[config.mk]
export PLATFORM = sky130hd
export DESIGN_NAME = ptvc_ctrl
export DESIGN_NICKNAME = d
export VERILOG_FILES = /design/src/hdl/ptvc_pkg.sv /design/src/hdl/ptvc_ctrl.sv
export SDC_FILE = /design/constraint.sdc
export NUM_CORES = 1
export LEC_CHECK = 0
export BUFFER_PORTS_ARGS = -buffer_cell sky130_fd_sc_hd__buf_2
export CAP_MARGIN = 25
export CORE_ASPECT_RATIO = 1.25
export CORE_UTILIZATION = 40
export CTS_CLUSTER_DIAMETER = 30
export CTS_CLUSTER_SIZE = 25
export DETAILED_ROUTE_END_ITERATION = 6
export GPL_TIMING_DRIVEN = 0
export SYNTH_ARGS = -nofsm -noshare
export SYNTH_HDL_FRONTEND = slang
export SYNTH_SLANG_ARGS = --single-unit
[constraint.sdc]
create_clock -name aclk -period 4.4 [get_ports aclk]
set_input_delay 0.88 -clock aclk [delete_from_list [all_inputs] [get_ports aclk]]
set_output_delay 0.88 -clock aclk [all_outputs]
set_load 0.005 [all_outputs]
[src/hdl/ptvc_pkg.sv]
// Shared types, constants and tables for the path tracking velocity command block.
// Used by ptvc_ctrl, ptvc_dpath and the top level; no dependencies.
package ptvc_pkg;

    localparam int CORDIC_STEPS = 16;
    localparam int ITER_W = (CORDIC_STEPS > 1) ? $clog2(CORDIC_STEPS) : 1;
    localparam int Z_W = 27;
    localparam int PC_W = 5;
    localparam logic [PC_W-1:0] PC_LAST = 5'd22;

    localparam logic signed [Z_W-1:0] HALF_TURN = 27'sd11796480;
    localparam logic signed [Z_W-1:0] QUARTER_TURN = 27'sd5898240;
    localparam logic signed [29:0] INV_GAIN_Q29 = 30'sd326016437;

    localparam logic [7:0] REG_KP_GAIN = 8'd0;
    localparam logic [7:0] REG_HOLD_THR = 8'd1;

    typedef enum logic [4:0] {
        OP_NOP, OP_LOAD, OP_DIFF, OP_MUL_FDX, OP_ST_VX, OP_MUL_FDY, OP_ST_VY,
        OP_MUL_FDS, OP_ST_VS, OP_VEC1_INIT, OP_CV, OP_VEC1_DONE, OP_MUL_VINV,
        OP_ROT_INIT, OP_CR, OP_ROT_DONE, OP_MUL_KX, OP_ST_CX, OP_MUL_KY, OP_ST_CY,
        OP_VEC2_INIT, OP_VEC2_DONE, OP_MUL_MAG, OP_FINISH
    } op_t;

    typedef struct packed {
        op_t               op;
        logic [ITER_W-1:0] iter;
    } cmd_t;

    typedef struct packed {
        logic out_full;
    } stat_t;

    function automatic logic [22:0] atan_at(input logic [4:0] i);
        logic [22:0] r;
        unique case (i)
            5'd0:  r = 23'd2949120;
            5'd1:  r = 23'd1740967;
            5'd2:  r = 23'd919879;
            5'd3:  r = 23'd466945;
            5'd4:  r = 23'd234379;
            5'd5:  r = 23'd117304;
            5'd6:  r = 23'd58666;
            5'd7:  r = 23'd29335;
            5'd8:  r = 23'd14668;
            5'd9:  r = 23'd7334;
            5'd10: r = 23'd3667;
            5'd11: r = 23'd1833;
            5'd12: r = 23'd917;
            5'd13: r = 23'd458;
            5'd14: r = 23'd229;
            5'd15: r = 23'd115;
            5'd16: r = 23'd57;
            5'd17: r = 23'd29;
            5'd18: r = 23'd14;
            5'd19: r = 23'd7;
            5'd20: r = 23'd4;
            5'd21: r = 23'd2;
            5'd22: r = 23'd1;
            default: r = 23'd0;
        endcase
        return r;
    endfunction

    // sequencer program, one op per entry; CORDIC entries repeat per iteration
    function automatic op_t prog_at(input logic [PC_W-1:0] pc);
        op_t r;
        unique case (pc)
            5'd0:  r = OP_DIFF;
            5'd1:  r = OP_MUL_FDX;
            5'd2:  r = OP_ST_VX;
            5'd3:  r = OP_MUL_FDY;
            5'd4:  r = OP_ST_VY;
            5'd5:  r = OP_MUL_FDS;
            5'd6:  r = OP_ST_VS;
            5'd7:  r = OP_VEC1_INIT;
            5'd8:  r = OP_CV;
            5'd9:  r = OP_VEC1_DONE;
            5'd10: r = OP_MUL_VINV;
            5'd11: r = OP_ROT_INIT;
            5'd12: r = OP_CR;
            5'd13: r = OP_ROT_DONE;
            5'd14: r = OP_MUL_KX;
            5'd15: r = OP_ST_CX;
            5'd16: r = OP_MUL_KY;
            5'd17: r = OP_ST_CY;
            5'd18: r = OP_VEC2_INIT;
            5'd19: r = OP_CV;
            5'd20: r = OP_VEC2_DONE;
            5'd21: r = OP_MUL_MAG;
            5'd22: r = OP_FINISH;
            default: r = OP_NOP;
        endcase
        return r;
    endfunction

endpackage

[src/hdl/ptvc_ctrl.sv]
// Sequencer for the path tracking datapath: steps through the op program.
// Depends on ptvc_pkg.
module ptvc_ctrl
    import ptvc_pkg::*;
(
    input  logic  aclk,
    input  logic  aresetn,
    input  logic  s_tvalid,
    output logic  s_tready,
    input  stat_t stat,
    output cmd_t  cmd
);

    typedef enum logic [1:0] {
        S_IDLE = 2'b01,
        S_RUN  = 2'b10
    } state_t;

    state_t state_reg, state_next;
    logic [PC_W-1:0] pc_reg, pc_next;
    logic [ITER_W-1:0] iter_reg, iter_next;
    op_t cur_op;

    assign cur_op = prog_at(pc_reg);
    assign s_tready = (state_reg == S_IDLE);

    always_comb begin
        state_next = state_reg;
        pc_next = pc_reg;
        iter_next = iter_reg;
        cmd.op = OP_NOP;
        cmd.iter = '0;
        unique case (state_reg)
            S_IDLE: begin
                if (s_tvalid) begin
                    cmd.op = OP_LOAD;
                    state_next = S_RUN;
                    pc_next = '0;
                    iter_next = '0;
                end
            end
            S_RUN: begin
                priority if (cur_op == OP_CV || cur_op == OP_CR) begin
                    cmd.op = cur_op;
                    cmd.iter = iter_reg;
                    if (iter_reg == ITER_W'(CORDIC_STEPS - 1)) begin
                        iter_next = '0;
                        pc_next = pc_reg + 1'b1;
                    end else begin
                        iter_next = iter_reg + 1'b1;
                    end
                end else if (cur_op == OP_FINISH) begin
                    // wait until the previous result word has left
                    if (!stat.out_full) begin
                        cmd.op = OP_FINISH;
                        state_next = S_IDLE;
                    end
                end else begin
                    cmd.op = cur_op;
                    pc_next = pc_reg + 1'b1;
                end
            end
            default: state_next = S_IDLE;
        endcase
    end

    always_ff @(posedge aclk) begin
        if (!aresetn) begin
            state_reg <= S_IDLE;
            pc_reg <= '0;
            iter_reg <= '0;
        end else begin
            state_reg <= state_next;
            pc_reg <= pc_next;
            iter_reg <= iter_next;
        end
    end

`ifndef SYNTHESIS
    a_pc_range: assert property (@(posedge aclk) disable iff (!aresetn)
        pc_reg <= PC_LAST)
        else $error("sequencer ran past program end");
    a_iter_cordic: assert property (@(posedge aclk) disable iff (!aresetn)
        (iter_reg != '0) |-> (state_reg == S_RUN && (cur_op == OP_CV || cur_op == OP_CR)))
        else $error("iteration count live outside a CORDIC op");
    a_finish_idle: assert property (@(posedge aclk) disable iff (!aresetn)
        (state_reg == S_RUN && cur_op == OP_FINISH && !stat.out_full) |=> state_reg == S_IDLE)
        else $error("finish did not return to idle");
`endif

endmodule

==> impl_results.md <==
* Post-synthesis async set-or-reset flop share at 0
* Worst-path clk slew at about 0.090 ns
* WHS at 0.4942 ns
* EDFF count, synth at 0
* Period minus WS final at 3.236 ns
* Top cell family by delay on the critical path: buffers and inverters
* HP Class: flop to flop
* Max stage delay on crit path at about 0.35 ns
* Die Footprint at between 3000 and 4000 um^2
* Gate power share at 0.262
* Critical Path RT at ~3.5 ns
* Max Freq at between 300 and 400 MHz
* I/O Buffers at 12
* Clock sinks at 16
* First-pass GRT wire length at 4892 um
* Final net count at 173
* Mapped Avg Cell Area at 8.150 um^2
* Initial drt markers at 19
* Final number of max-transition violations at 0
* Antenna Nets Post-Route at 0
* Leak pwr at roughly 0.00059 uW
* WP data arrival at 2.36 ns
* Met2 GRT Util at 0.3333
* Drt first pass iters at 4
* CTS max path bufs at 2
* GR peak layer: met2
* Status: finished clean
* DRC at 0
* Sw Share at 0.3161
* Cell Chain, Critical Path: inv_1 -> ha_1 -> clkbuf_1 -> clkbuf_1 -> inv_1 -> a31oi_1 -> a22oi_1 -> nor2_1 -> buf_2
* TNS Setup at 0 ns
* Slew Limit Headroom at 0.4566
* Internal power contribution at between 200 and 250 uW
* Critical Path Source: state_reg[0]$_SDFFE_PN1P_
* Slack of the critical path at 1.164 ns
* Psw at 109.5 uW
* Via density per instance at 5.694
* Slew at the pin with the worst max-slew slack at 0.8081 ns
* Placed Instances at 192
* Worst slack, placed at 1.331 ns
* WL/cell at 14.12 um
* Sequential Power Share at 0.446
* Yosys warns at 0
* Cell Area, Synth at 1190 um^2
* Vias post-DR at 1116
* WL final at around 2800 um
* Dpl hpwl at ~2200 um
* VDD IR max at 143.6 uV
* CTS tree: done
* Synth Instances at ~150
* Commonest cells after routing, fill and taps aside: 16 x dfxtp_1, 14 x nand2_1, 12 x buf_2
* Clock network power share at 0.291
* Final cell count without fillers at roughly 200
* Crit start category: flop
* Final GP Congestion at around 0.85
* R2r startpoint: state_reg[0]$_SDFFE_PN1P_
* CP max-delay cell: clkbuf_1
* Die height at 62.98 um
* Max FO, Critical Path at 10
* Ports at 14
* CP endpoint kind: output pin
* Die Wd at 50.79 um
* P&R area growth vs syn at 11.67%
* Gr usage total at 0.2006
* Ratio of cells with drive above 1 in the final layout at 0.1605
* M3 GR Usage at 0.02676
* Core ar. at 2759 um^2
* Antenna violations before repair at 0
* Prevailing post-synth register cell: dfxtp_1
* Largest net degree at the start of global routing at 11
* Fin util at 0.4816
* Num rows at 21
* Clock Latency Late Sink at roughly 0.30 ns
* Commonest non-fill, non-tap cell in the layout: dfxtp_1
* # H-tree levels at 1
* Max-cap viol count at 0
* Cell Pwr Density at about 260 nW/um^2
* Hold buffers post-CTS at 0
* Post-synthesis sequential area ratio at 0.2692
* Final period utilization at 0.7353
* GRT Residual Overflow at 0
* Antenna cell count at 0
* Crit Path Class: flop to output pin
* Number of synthesized register bits at 16
* Met1 Track Usage GR at 0.2511
* Hold Fails Final Rpt at 0
* CP bufs+invs at 5
* Post-CTS Resized at 0
* Setup violators final at 0
* Setup Skew at ~0.0046 ns
* Reg area at 320.3 um^2
* Area of the multi-input gates at about 800 um^2
* RSZ-0062 raised after global routing: false
* Cts bufs inserted at 3
* Min-delay src: state_reg[1]$_SDFFE_PN0P_
* Vias in the first global route at 1088
* Number of fill cells at 293
* Post-CTS Setup Repair Bufs at 0
* Synth cell types at 49
* Net count after synthesis at 156
* Starting Density at 0.4313
* Root Buffer Master: clkbuf_4
## cell usage after synthesis (2+ instances only)
library cell   n  area [um^2]
o31a_1         2        17.52
clkbuf_1       5        18.77
ha_1           6        75.07
inv_1         10        37.54
xnor2_1        4        35.03
a21oi_1        5        25.02
mux2i_1        4        40.04
nand2b_1       3        18.77
nand2_1       14        52.55
and3b_1        2        17.52
nor3_1         4        20.02
and3_1         6        37.54
o21ai_0        6        30.03
a22oi_1        2        15.01
nor2b_1        2        12.51
nand3b_1       2        15.01
and2_1         3        18.77
nor2_1        10        37.54
nand3_1        5        25.02
dfxtp_1       16        320.3
a31oi_1        3        18.77
a41oi_1        2        17.52
o31ai_1        4        30.03
## area by class of cell
| class | instances | share of cell area |
|---|---|---|
| buffer | 6 | 0.01695 |
| sequential | 16 | 0.2411 |
| tap | 34 | 0.03202 |
| timing repair buffer | 12 | 0.04520 |
| clock buffer | 4 | 0.02731 |
| multi-input combinational | 114 | 0.6092 |
| inverter | 10 | 0.02825 |
## through the flow
stage                     power [uW]  area (um^2)
after floorplan                226.5         1190
after global placement         245.7         1292
after detailed placement       247.6         1292
after CTS                      349.7         1329
after global routing           367.5         1329
final                          346.6         1329
## tightest hold or removal path, delay by kind of cell, from the launching register on
kind	cells	cell delay, ns
buffers and inverters	1	0.07
AOI/OAI and AO/OA	1	0.06
DFF	1	0.32
## final timing paths
check	endpoint	slack [ns]	depth (start not counted)
worst max register to register	cur_op[2]$_DFF_P_	1.56	9
worst min register to register	state_reg[1]$_SDFFE_PN0P_	0.49	2
worst min-delay path	state_reg[1]$_SDFFE_PN0P_	0.49	2
worst max-delay path	cmd[4]	1.16	9
## routing by layer
layer / part of all wire / up-vias
met4: 0.019 / 0
met5: 0 / -
li1: - / 562
met3: 0.019 / 6
met2: 0.50 / 10
met1: 0.46 / 538
## cell families (layout without fill, tap and decap cells)
logic type               after synthesis  count (layout)  share of synthesized area
AND/OR/NAND/NOR                       63              63                     0.3155
AO/OA/AOI/OAI                         35              35                     0.2219
flip-flops                            16              16                     0.2692
buffers and inverters                 16              32                    0.05048
adder cells (fa/ha/maj)                6               6                    0.06309
XOR/XNOR                               5               5                    0.03680
multiplexers                           5               5                    0.04311
## power by group through the flow
stage / Clock (uW) / Sequential (uW) / Combinational [uW]
after global routing: 108 / 156 / 103
after global placement: 0 / 158 / 87.8
after detailed placement: 0 / 158 / 89.8
after floorplan: 0 / 157 / 69.4
after CTS: 104 / 155 / 90.8
final: 101 / 155 / 90.9
No activity file was read; power rests on OpenSTA's default activity.
